[src/sv/b64sc_pkg.sv]
`default_nettype none
package b64sc_pkg;

  localparam logic [7:0] PAD_CHAR = 8'h3D;
  localparam int         MAX_RES  = 4;

  typedef enum logic [1:0] {
    ST_DATA    = 2'd0,
    ST_INVALID = 2'd1,
    ST_TRUNC   = 2'd2,
    ST_END     = 2'd3
  } status_t;

  typedef struct packed {
    logic [23:0] bits;
    logic [1:0]  fill;
    logic [1:0]  pad;
    logic        err;
  } group_t;

  typedef struct packed {
    logic [7:0] data;
    status_t    status;
    logic       last;
  } result_t;

  // 6-bit value to alphabet character
  function automatic logic [7:0] alphabet(input logic [5:0] v);
    logic [7:0] v8;
    v8 = {2'b00, v};
    if (v < 6'd26) begin
      return 8'(8'h41 + v8);
    end else if (v < 6'd52) begin
      return 8'(8'h61 + v8 - 8'd26);
    end else if (v < 6'd62) begin
      return 8'(8'h30 + v8 - 8'd52);
    end else if (v == 6'd62) begin
      return 8'h2B;
    end else begin
      return 8'h2F;
    end
  endfunction

  // {valid, value} of a character
  function automatic logic [6:0] char_value(input logic [7:0] c);
    if (c >= 8'h41 && c <= 8'h5A) begin
      return {1'b1, 6'(c - 8'h41)};
    end else if (c >= 8'h61 && c <= 8'h7A) begin
      return {1'b1, 6'(c - 8'h61 + 8'd26)};
    end else if (c >= 8'h30 && c <= 8'h39) begin
      return {1'b1, 6'(c - 8'h30 + 8'd52)};
    end else if (c == 8'h2B) begin
      return {1'b1, 6'd62};
    end else if (c == 8'h2F) begin
      return {1'b1, 6'd63};
    end else begin
      return 7'd0;
    end
  endfunction

endpackage
`default_nettype wire

[src/sv/b64sc_step.sv]
`default_nettype none
module b64sc_step (
  input  wire logic                direction,
  input  wire logic [7:0]          in_byte,
  input  wire logic                end_of_message,
  input  wire b64sc_pkg::group_t   cur,
  output b64sc_pkg::group_t        nxt,
  output b64sc_pkg::result_t [3:0] res,
  output logic [2:0]               count
);
  import b64sc_pkg::*;

  logic [23:0] enc_bits;
  logic [23:0] dec_bits;
  logic [2:0]  chars;
  logic [6:0]  cv;
  logic        is_pad;
  logic        bad;
  logic [1:0]  pad_new;
  logic [2:0]  nbytes;

  assign cv     = char_value(in_byte);
  assign is_pad = (in_byte == PAD_CHAR);
  assign bad    = (!cv[6] && !is_pad) || (is_pad && cur.fill < 2'd2) ||
                  (cv[6] && cur.pad != 2'd0);
  assign pad_new = is_pad ? 2'(cur.pad + 2'd1) : cur.pad;
  assign chars   = 3'({1'b0, cur.fill} + 3'd2);
  assign nbytes  = (pad_new >= 2'd2) ? 3'd1 : ((pad_new == 2'd1) ? 3'd2 : 3'd3);

  always_comb begin
    case (cur.fill)
      2'd0:    enc_bits = cur.bits | {in_byte, 16'h0000};
      2'd1:    enc_bits = cur.bits | {8'h00, in_byte, 8'h00};
      default: enc_bits = cur.bits | {16'h0000, in_byte};
    endcase
  end

  always_comb begin
    unique case (cur.fill)
      2'd0: dec_bits = cur.bits | {cv[5:0], 18'd0};
      2'd1: dec_bits = cur.bits | {6'd0, cv[5:0], 12'd0};
      2'd2: dec_bits = cur.bits | {12'd0, cv[5:0], 6'd0};
      2'd3: dec_bits = cur.bits | {18'd0, cv[5:0]};
    endcase
    if (is_pad) begin
      dec_bits = cur.bits;
    end
  end

  always_comb begin
    nxt   = cur;
    count = 3'd0;
    for (int k = 0; k < MAX_RES; k++) begin
      res[k] = '{data: 8'h00, status: ST_DATA, last: 1'b0};
    end
    if (!direction) begin
      if (cur.fill < 2'd2 && !end_of_message) begin
        nxt.bits = enc_bits;
        nxt.fill = 2'(cur.fill + 2'd1);
      end else begin
        for (int k = 0; k < MAX_RES; k++) begin
          res[k].data = (3'(k) < chars) ? alphabet(enc_bits[23-6*k -: 6]) : PAD_CHAR;
          res[k].last = end_of_message && (k == MAX_RES - 1);
        end
        count = 3'd4;
        if (end_of_message) begin
          nxt = '0;
        end else begin
          nxt.bits = '0;
          nxt.fill = 2'd0;
        end
      end
    end else begin
      priority if (cur.err) begin
        if (end_of_message) begin
          res[0] = '{data: 8'h00, status: ST_END, last: 1'b1};
          count  = 3'd1;
          nxt    = '0;
        end
      end else if (bad) begin
        res[0] = '{data: 8'h00, status: ST_INVALID, last: end_of_message};
        count  = 3'd1;
        if (end_of_message) begin
          nxt = '0;
        end else begin
          nxt.err = 1'b1;
        end
      end else if (cur.fill < 2'd3) begin
        if (end_of_message) begin
          res[0] = '{data: 8'h00, status: ST_TRUNC, last: 1'b1};
          count  = 3'd1;
          nxt    = '0;
        end else begin
          nxt.bits = dec_bits;
          nxt.pad  = pad_new;
          nxt.fill = 2'(cur.fill + 2'd1);
        end
      end else begin
        for (int k = 0; k < 3; k++) begin
          if (3'(k) < nbytes) begin
            res[k].data = dec_bits[23-8*k -: 8];
            res[k].last = end_of_message && (3'(k + 1) == nbytes);
          end
        end
        count = nbytes;
        if (end_of_message) begin
          nxt = '0;
        end else begin
          // pad count is kept: nothing may follow a padded group
          nxt.bits = '0;
          nxt.fill = 2'd0;
          nxt.pad  = pad_new;
        end
      end
    end
  end

endmodule
`default_nettype wire

[src/sv/base64_stream_codec_core.sv]
`default_nettype none
// Base64 (standard alphabet, '=' padding) stream codec. Register 0 bit 0 picks
// the direction: 0 encodes bytes to text, 1 decodes text to bytes; writing it
// also starts a new message. Each input request is processed in the cycle it
// is accepted and its results (four characters per encode group, up to three
// bytes per decode group, or one status result) are queued in a four-entry
// result bank that drains one per cycle while out_stall is low. A request that
// produces no result does not stall the input; one that produces results holds
// the input until its last result leaves, the next request being taken in the
// cycle that last result leaves. Encoding three bytes thus queues nothing for
// the first two bytes and four characters for the third.
module base64_stream_codec_core (
  input  wire logic        clk,
  input  wire logic        rst,
  input  wire logic        psel,
  input  wire logic        penable,
  input  wire logic        pwrite,
  input  wire logic [2:0]  paddr,
  input  wire logic [31:0] pwdata,
  output logic [31:0]      prdata,
  output logic             pready,
  input  wire logic        in_valid,
  output logic             in_stall,
  input  wire logic [7:0]  in_byte,
  input  wire logic        end_of_message,
  output logic             out_valid,
  input  wire logic        out_stall,
  output logic [7:0]       out_byte,
  output logic [1:0]       status,
  output logic             last_of_run
);
  import b64sc_pkg::*;

  logic                direction;
  group_t              grp;
  group_t              grp_next;
  result_t [3:0]       step_res;
  logic [2:0]          step_count;
  result_t             bank [MAX_RES];
  logic [2:0]          pending;
  logic [1:0]          rd;
  logic                cfg_wr;
  logic                in_acc;
  logic                out_take;

  b64sc_step u_step (
    .direction      (direction),
    .in_byte        (in_byte),
    .end_of_message (end_of_message),
    .cur            (grp),
    .nxt            (grp_next),
    .res            (step_res),
    .count          (step_count)
  );

  assign pready = 1'b1;
  assign cfg_wr = psel && penable && pwrite && pready && (paddr[2] == 1'b0);
  assign prdata = (paddr[2] == 1'b0) ? {31'd0, direction} : 32'd0;

  assign out_valid   = (pending != 3'd0);
  assign out_take    = out_valid && !out_stall;
  assign in_stall    = !((pending == 3'd0) || (pending == 3'd1 && !out_stall));
  assign in_acc      = in_valid && !in_stall;
  assign out_byte    = bank[rd].data;
  assign status      = bank[rd].status;
  assign last_of_run = bank[rd].last;

  always_ff @(posedge clk) begin
    if (rst) begin
      direction <= 1'b0;
      grp       <= '0;
    end else if (cfg_wr) begin
      direction <= pwdata[0];
      grp       <= '0;
    end else if (in_acc) begin
      grp <= grp_next;
    end
  end

  always_ff @(posedge clk) begin
    if (rst) begin
      pending <= 3'd0;
      rd      <= 2'd0;
    end else if (in_acc) begin
      pending <= step_count;
      rd      <= 2'd0;
    end else if (out_take) begin
      pending <= 3'(pending - 3'd1);
      rd      <= 2'(rd + 2'd1);
    end
  end

  always_ff @(posedge clk) begin
    if (in_acc) begin
      for (int k = 0; k < MAX_RES; k++) begin
        bank[k] <= step_res[k];
      end
    end
  end

  a_pending_range: assert property (@(posedge clk) disable iff (rst)
    pending <= 3'd4)
    else $error("result bank over-full");

  a_last_is_final: assert property (@(posedge clk) disable iff (rst)
    out_valid && last_of_run |-> pending == 3'd1)
    else $error("last_of_run on a result that is not the final one queued");

  a_nondata_zero: assert property (@(posedge clk) disable iff (rst)
    out_valid && status != ST_DATA |-> out_byte == 8'h00)
    else $error("status result carries a nonzero byte");

  a_enc_fill: assert property (@(posedge clk) disable iff (rst)
    !direction |-> grp.fill != 2'd3 && grp.err == 1'b0)
    else $error("encoder group state out of range");

endmodule
`default_nettype wire
[config.mk]
export PLATFORM = sky130hd
export DESIGN_NAME = base64_stream_codec_core
export DESIGN_NICKNAME = d
export VERILOG_FILES = /design/src/sv/b64sc_pkg.sv /design/src/sv/b64sc_step.sv /design/src/sv/base64_stream_codec_core.sv
export SDC_FILE = /design/constraint.sdc
export NUM_CORES = 1
export LEC_CHECK = 0
export ABC_AREA = 1
export BUFFER_PORTS_ARGS = -buffer_cell sky130_fd_sc_hd__buf_2
export CAP_MARGIN = 20
export CORE_ASPECT_RATIO = 1.5
export CORE_MARGIN = 10
export CORE_UTILIZATION = 50
export DETAILED_ROUTE_END_ITERATION = 7
export PLACE_DENSITY = 0.7
export SKIP_CTS_REPAIR_TIMING = 1
export SLEW_MARGIN = 40
export SYNTH_ARGS = -nofsm -noshare
export SYNTH_HDL_FRONTEND = slang
export SYNTH_SLANG_ARGS = --single-unit
[constraint.sdc]
create_clock -name clk -period 3.4 [get_ports clk]
set_clock_uncertainty 0.2 [all_clocks]
set_input_delay 0.68 -clock clk [delete_from_list [all_inputs] [get_ports clk]]
set_output_delay 0.68 -clock clk [all_outputs]
set_load 0.01 [all_outputs]
---- Word level (Yosys, flattened, before mapping) ----
Memory sizes are Yosys's and may differ from the RTL's. A register that Yosys moved wholly into a read port is not among the register bits.
Cells that the tools add are included.
operators by class
  add/sub/neg operators ................... 30
  order comparisons ....................... 28
  eq/ne operators ......................... 20
  mux-type cells .......................... 89
  bitwise operators ....................... 8
  reductions and logical operators ........ 35
operators with widths
  cell                 count
  $mux 8               28
  $mux 29              5
  $pmux 24 s4          1
  $add 7x6->8 const A  8
  $mux 28              2
  $mux 9               6
  $lt 6x6->1 const B   8
  $mux 3               16
  $or 24x24->24        2
  $pmux 24 s2          1
  $mux 7               5
  $sub 8x5->8 const B  4
  $sub 8x6->8 const B  4
  $add 6x6->7 const A  4
  $mux 26              1
  $eq 6x6->1 const B   4
  $eq 8x6->1 const B   3
  $lt 6x5->1 const B   4
  $mux 24              1
  $or 24x12->24        1
  $or 24x16->24        1
  $or 24x18->24        1
  $or 24x6->24         1
  $or 24x8->24         1
  36 further kinds     98
storage, ports and cells
  register bits after elaboration ......... 35
  memory bits (writable) .................. 44
  input port bits ......................... 51
  output and inout bits ................... 46
  word-level logic and storage cells ...... 218
  memories kept ........................... 1
memory list
  name  words  width  rd ports  clocked after memory_dff  wr ports  RTL line                        RTL
  bank  4      11     1         1                         4         base64_stream_codec_core.sv:39  result_t bank [MAX_RES];

---- Logic depth before layout (Yosys ltp) ----
Gate-level depths: netlist of the first run.
  depth in word-level cells ............... 14
  gate-level depth with buffers ........... 20
  gate-level depth less buffers ........... 18

---- Modules after synthesis ----
Synthesis of the first run repeated with hierarchy kept, for this count alone.
second synthesis, totals
  cells, all modules ...................... 1171
  area total of the unflattened synthesis .. 7673.6 um^2
modules (own cells, without submodules)
  module                    times used  cells each  area an instance (um^2)  sequential area each (um^2)
  b64sc_step                1           840         4274.1                   0.0
  base64_stream_codec_core  1           331         3399.5                   2062.0

---- Worst setup path before layout of the first run ----
OpenSTA, ideal clock, no wires.
  path kind ............................... reg2reg
  from .................................... register grp[4] in the netlist's numbering
  to ...................................... memory bank[0][7] in the netlist's numbering (data pin)
  setup time .............................. 0.262 ns
  arrival ................................. 2.749 ns
  data required time ...................... 2.938 ns
  setup slack ............................. 0.190 ns
  cell stages (with the launch flop) ...... 17
  path buffers ............................ 4
  period minus slack after synthesis ...... 3.210 ns
  path through ............................ dfxtp_1 > buf_2 > inv_2 > buf_4 > ha_1 > buf_2 > buf_2 > a21oi_1 > inv_1 > ha_1 > inv_1 > nor2_1 > or2_2 > nand2_1 > a21oi_1 > nor3_1 > o22ai_1
RTL lines
  what                      RTL line                        RTL
  start: declaration        base64_stream_codec_core.sv:35  group_t grp;
  start signal: assignment  base64_stream_codec_core.sv:76  grp <= grp_next;
  end: declaration          base64_stream_codec_core.sv:39

==> results of run 1 <==
## power groups by stage
stage	sequential, mW	combinational (mW)	clock, mW
final	1.59	4.46	1.03
after CTS	1.59	4.41	1.04
after global routing	1.61	5.01	1.08
after detailed placement	1.61	4.39	0
after global placement	1.60	4.35	0
after floorplan	1.50	3.22	0
## cell families after synthesis
group / Yosys count
AOI/OAI and AO/OA: 191
DFF: 75
buffers and inverters: 201
and+or+nand+nor: 595
other: 2
xor gates and xnor gates: 22
adders and majority gates: 56
## registers in the layout, summed over array words and instances (netlist names), named ones only
| name | cells |
|---|---|
| bank | 38 |
| grp | 29 |
| pending | 3 |
| rd | 2 |
| direction | 1 |
## cell usage after synthesis, drive strengths merged
master	number	area, um^2
a32o	1	10.0
or2	3	18.8
ha	56	701
inv	134	503
or3	1	6.26
o311ai	1	8.76
xnor2	7	61.3
clkbuf	15	56.3
a31oi	9	77.6
a211oi	3	22.5
a41oi	2	17.5
dfxtp	37	741
edfxtp	38	1140
xor2	15	131
o2111ai	1	8.76
nor3b	2	15.0
buf	50	378
nor3	15	85.1
nand4	12	75.1
o22ai	14	87.6
a22oi	3	27.5
a311oi	1	8.76
nand3	74	385
o31ai	5	37.5
o211ai	7	52.6
o21ai	81	409
conb	2	7.51
nand2	341	1330
nor2	146	684
clkinv	2	7.51
nand3b	1	7.51
o221ai	1	8.76
a21oi	62	329
## worst max-delay path: cells and delay by family (launching register included)
kind / cells / cell delay (ns)
AO/OA/AOI/OAI: 3 / 0.36
buffers and inverters: 6 / 0.83
adder cells (fa/ha/maj): 2 / 0.49
AND/OR/NAND/NOR: 4 / 0.61
flip-flops: 1 / 0.34
## cell type report
| class | instances | area [um^2] | area share (%) |
|---|---|---|---|
| clock buffers | 9 | 225 | 2.75 |
| flip-flops and latches | 75 | 1880 | 23.0 |
| multi-input cells | 896 | 4740 | 57.8 |
| repair buffers | 76 | 505 | 6.17 |
| clock inverters | 7 | 91.3 | 1.11 |
| inverters | 136 | 510 | 6.23 |
| well taps | 196 | 245 | 2.99 |
## per-layer routing
metal / wire length, um / part of all wire [%]
met5: 0 / 0
met4: 769 / 3.4
met3: 1490 / 6.6
met2: 11400 / 51
met1: 8840 / 39
## through the flow
stage          utilization, %  total power [mW]
3_5_place_dp             53.9              5.99
2_1_floorplan               -              4.72
5_1_grt                  56.2              7.70
4_1_cts                  56.1              7.04
3_3_place_gp             53.9              5.95
6_report                 56.2              7.08
## worst max path at each step
| stage | to | start | slack, ns | cells past startpoint |
|---|---|---|---|---|
| 5_1_grt | bank[3][8] | grp[4] | 0.01 | 17 |
| 3_3_place_gp | bank[2][9] | in_byte[2] | 0.15 | 17 |
| 2_1_floorplan | bank[0][7] | grp[4] | 0.19 | 16 |
| 6_report | bank[0][7] | grp[4] | 0.29 | 15 |
| 3_5_place_dp | bank[2][9] | in_byte[2] | 0.14 | 17 |
| 4_1_cts | bank[3][8] | grp[4] | 0.17 | 17 |
==> results.cfg, run 1 <==
[sta]
setup_viol = 0
finalHoldViolCount = 0
slew_violations = 0
fmax_mhz = 322
period_minus_slack_ns = 3.11
holdWs_ns = 0.287
relSlewSlack_pct = 61.5
fin_crit_sh_pct = 91.5
tightest_slew_ns = 0.577
worst_slack_ns = 0.291
tns_ns = 0
rsz0062_at_grt = no

[final_layout]
fillerInstances = 1488
final_cell_area_um2 = 8200
drive_gt1_share_pct = 13.8
area_growth_pct = 10.2
nets = 1301
layoutNonFillerInstCount = 1395
most-common-layout-cells = nand2_1, nor2_1, inv_1
diodes = 0
final_common_cell = nand2_1

[pwr]
seqPwrFrac_pct = 22.5
comb_power_share_pct = 63.0
p_sw_share_pct = 49.5
clockPowerShare_pct = 14.6
p_per_area_nw_per_um2 = 863
irDropWorstVdd_v = 0.000321
intPower_mw = 3.58
p_switching_mw = 3.50
p_leak_nw = 3.98

[critical_path]
crit_slowest_cell = dfxtp_1
reg2reg_slack_ns = 0.29
r2r.worst_path.cells = 15
cp-start-kind = register
crit_path_max_fanout = 11
worstPathCellList = inv_2, buf_4, ha_2, buf_4, a21oi_1, inv_1, ha_1, inv_1, nor2_1, buf_4, or2_2, nand2_1, a21oi_1, nor3_1, o22ai_1
reg2reg_to = bank[0][7]
timing.rr.start = grp[4]
crit_top_cell = buf_4
critical_path_class = reg -> reg
cp.required_ns = 3.28
cp_slowest_stage_delay_ns = 0.34
setup.worst_path.end_class = register
worstPathArrival_ns = 2.99

[synth]
synth_cell_type_count = 50
ys_ff_latch = 75
ys_seq_area_share_pct = 25.3
synthSimpleGateAreaFrac_pct = 35.0
synth_mux_area_share_pct = 0
synthesis.area_um2 = 7440
synthCells = 1142
synth_fa_ha_area_share_pct = 9.42
avgSynthCellArea_um2 = 6.51
synth_top_family_by_area = simple AND/OR/NAND/NOR gates
synth_compound_area_share_pct = 14.9
synth_xor_area_share_pct = 2.59
yosysWarnings = 0

[global_routing]
grt_antenna_before_repair = 0
grt_use_met3_pct = 3.90
grt_pass1_wl_um = 36300
grt_max_degree = 38
grt_usage_pct = 22.0
overflow = 0
use_met2_pct = 39.8
grt_pass1_vias = 7058
top_usage_layer = met2
grtUsageMet1_pct = 25.0

[floorplanning]
die_h_um = 169
row_count = 54
start_util_pct = 51.0
die_area_um2 = 20200
num_io_pins = 97
die_w_um = 120
design.core.area_um2 = 14600

[clocking]
cts_max_level = 3
clockRootBuffer = clkbuf_16
clk_pin_slew_ns = 0.06
numCtsBuffers = 9
clkSinkCount = 75
clock_latency_ns = 0.35
max-clock-path-buffers = 2
cts_tree = done

[route]
drt-pass1-iter-count = 6
totalWireLength_um = 22500
vias = 7558
wl_per_cell_um = 16.1
final_antenna_net_count = 0
vias_per_cell = 5.42
drtIter0Drc = 718
drcViolationCount = 0

[place]
place_ws_ns = 0.145
placed_cell_area_um2 = 7870
gp_congestion = 0.960
hpwl_um = 17400
io_buffers = 31
dpl.cell_count = 1379

[worst_hold_path]
min_path_type = reg -> reg
whs_endpoint = pending[2]
hp-start = pending[2]
holdPathStages = 2

[run_status]
status = complete, no violations

[run]
cap_violations = 0
No activity file was read; power rests on OpenSTA's default activity.
==> run 2, diff against run 1 <==
--- a/config.mk
+++ b/config.mk
@@ -5,14 +5,15 @@
 export SDC_FILE = /design/constraint.sdc
 export NUM_CORES = 1
 export LEC_CHECK = 0
-export ABC_AREA = 1
+export ABC_AREA = 0
 export BUFFER_PORTS_ARGS = -buffer_cell sky130_fd_sc_hd__buf_2
-export CAP_MARGIN = 20
+export CELL_PAD_IN_SITES_DETAIL_PLACEMENT = 1
+export CELL_PAD_IN_SITES_GLOBAL_PLACEMENT = 2
 export CORE_ASPECT_RATIO = 1.5
 export CORE_MARGIN = 10
-export CORE_UTILIZATION = 50
+export CORE_UTILIZATION = 32
 export DETAILED_ROUTE_END_ITERATION = 7
-export PLACE_DENSITY = 0.7
+export PLACE_DENSITY = 0.75
 export SKIP_CTS_REPAIR_TIMING = 1
 export SLEW_MARGIN = 40
 export SYNTH_ARGS = -nofsm -noshare
==> run 2 against run 1 <==
Effect of this change:
- critical endpoint is now bank[2][10]
- combinational power down 26%
- power decreased by 19%
- hold slack gained 0.0042 ns
- largest power group unchanged
- clock-buffer cell count is the same
- setup slack lost 0.12 ns
- cell area is 6.3% higher
- core utilization decreased by 16 points
- largest cell class unchanged
- register-to-register slack got worse by 0.12 ns
- fmax fell by 3.7%
- sequential power is 8% lower
- via count down 4.8%
- area after synthesis decreased by 4.6%
==> results.cfg, run 2 <==
[run_status]
status = complete, no violations

[route]
drcViolationCount = 0
vias = 7196
vias_per_cell = 5.62
totalWireLength_um = 27500
final_antenna_net_count = 0
wl_per_cell_um = 21.5
drtIter0Drc = 418
drt-pass1-iter-count = 5

[floorplanning]
die_area_um2 = 28600
num_io_pins = 97
start_util_pct = 32.5
design.core.area_um2 = 21800
row_count = 66
die_w_um = 142
die_h_um = 202

[critical_path]
crit_path_max_fanout = 9
worstPathCellList = ha_2, buf_4, a21o_1, clkinv_1, ha_1, nor2b_1, nand2_1, a211oi_1, a31oi_1, o31ai_1
worstPathArrival_ns = 3.08
cp_slowest_stage_delay_ns = 0.54
cp-start-kind = register
crit_slowest_cell = o31ai_1
path_buf_inv = 2
cp.depth = 10
cp.required_ns = 3.25
r2r.worst_path.cells = 10
critPathTopFamily = compound AO/OA/AOI/OAI gates
setup.worst_path.end_class = register
critical_path_class = reg -> reg

[synth]
synth_area_leaders = edfxtp_1, dfxtp_1, ha_1, a21oi_1, nand2_1
ys_ff_latch = 75
ys.flop_type = edfxtp_1
postSynth.asyncResetShare_pct = 0
synth_top_cell_by_area = edfxtp_1
avgSynthCellArea_um2 = 8.21
synth_xor_area_share_pct = 2.96
synth_mux_area_share_pct = 3.58
ys_seq_area_share_pct = 26.5
synth_most_common_cell = nand2_1
synthCells = 864
synth_cell_type_count = 81
ys_top_cells_by_count = nand2_1, a21oi_1, ha_1
synth_edf_count = 38
synth_fa_ha_area_share_pct = 9.88
netlist.area_leader.share_pct = 16.1
synth_top_family_by_area = compound AO/OA/AOI/OAI gates
synthesis.area_um2 = 7090
yosysWarnings = 0
synthSimpleGateAreaFrac_pct = 18.0
synth_compound_area_share_pct = 30.4

[final_layout]
final_common_cell = buf_4
largest-register = bank
largest_reg_flops = 38
diodes = 0
top_regs = bank: 38 flops, grp: 29 flops, pending: 3 flops
area_growth_pct = 22.9
most-common-layout-cells = buf_4, nand2_1, a21oi_1
nets = 1110
final_cell_area_um2 = 8710
final_util_pct = 40.0
layoutNonFillerInstCount = 1280
fillerInstances = 2641
drive_gt1_share_pct = 22.6

[place]
placed_cell_area_um2 = 8390
gp_congestion = 0.926
hpwl_um = 22400
dpl.cell_count = 1264
io_buffers = 31

[clocking]
clk_pin_slew_ns = 0.07
numCtsBuffers = 9
clock_latency_ns = 0.34
clkSinkCount = 75
clockRootBuffer = clkbuf_16
cts_max_level = 3
max-clock-path-buffers = 2
cts_tree = done

[sta]
rsz0062_at_grt = yes
relSlewSlack_pct = 53.1
tightest_slew_ns = 0.703
fin_crit_sh_pct = 94.9
period_minus_slack_ns = 3.23
fmax_mhz = 310
holdWs_ns = 0.291
setup_viol = 0
slew_violations = 0
finalHoldViolCount = 0

[global_routing]
grt_pass1_vias = 7612
grt_max_degree = 30
overflow = 0
grt_pass1_wl_um = 42300
grt_usage_pct = 18.5
grt_antenna_before_repair = 0

[pwr]
p_per_area_nw_per_um2 = 655
p_leak_nw = 3.53
total_power_mw = 5.70
irDropWorstVdd_v = 0.000287

[run]
cap_violations = 0

[worst_hold_path]
min_path_type = reg -> reg
holdPathStages = 2
-- run 2: cell types whose count changed in the layout (fill, tap and decap cells not counted), sizes merged, moves of 12 or more --
cell    delta
a211oi    +17
a21o      +17
a311oi    +13
buf       +98
inv       -84
nand2    -266
nand3     -46
nor2      -93
nor2b     +14
o21ai     -24
xnor2     +12
-- run 2: layout make-up --
type / count / area, um^2 / share of cell area, %
Clock buffer: 9 / 225 / 2.58
Clock inverter: 7 / 70.1 / 0.804
Inverter: 49 / 184 / 2.11
Multi-Input combinational cell: 694 / 4750 / 54.5
Sequential cell: 75 / 1880 / 21.6
Tap cell: 272 / 340 / 3.91
Timing Repair Buffer: 174 / 1270 / 14.5
-- run 2: kinds of logic after synthesis --
family	Yosys count
buffers and inverters	125
adders and majority gates	56
DFF	75
muxes	14
AOI/OAI and AO/OA	320
xor gates and xnor gates	24
other	2
and+or+nand+nor	248
-- run 2: power breakdown --
| group | internal, mW | switching [mW] | total [mW] |
|---|---|---|---|
| Clock | 0.514 | 0.434 | 0.948 |
| Combinational | 1.37 | 1.92 | 3.29 |
| Sequential | 1.28 | 0.191 | 1.47 |
-- run 2: per-stage QoR --
stage	setup slack [ns]	TNS (ns)
2_1_floorplan	0.0744	0
4_1_cts	0.102	0
3_5_place_dp	-0.157	-0.458
6_report	0.172	0
5_1_grt	-0.0233	-0.0436
3_3_place_gp	-0.132	-0.223
-- run 2: worst register-to-register path: stages, from the launching register on --
cell and delay [ns]:
dfxtp_1 0.41, ha_2 0.30, buf_4 0.21, a21o_1 0.20, clkinv_1 0.16, ha_1 0.24, nor2b_1 0.29, nand2_1 0.09
a211oi_1 0.21, a31oi_1 0.10, o31ai_1 0.54
-- run 2: path summary, 6_finish.rpt --
| check | from | to | slack, ns |
|---|---|---|---|
| setup reg to reg | grp[3] | bank[2][10] | 0.17 |
| hold reg to reg | grp[8] | grp[8] | 0.29 |
| setup / recovery | grp[3] | bank[2][10] | 0.17 |
| hold / removal | grp[8] | grp[8] | 0.29 |
-- run 2: per-layer routing --
layer | global-route usage (%) | vias up | wire length [um]
met5 | 0 | - | 0
met4 | 8.42 | 0 | 1140
met3 | 2.82 | 58 | 1130
met2 | 34.0 | 163 | 14500
met1 | 20.2 | 3507 | 10700
li1 | - | 3468 | -
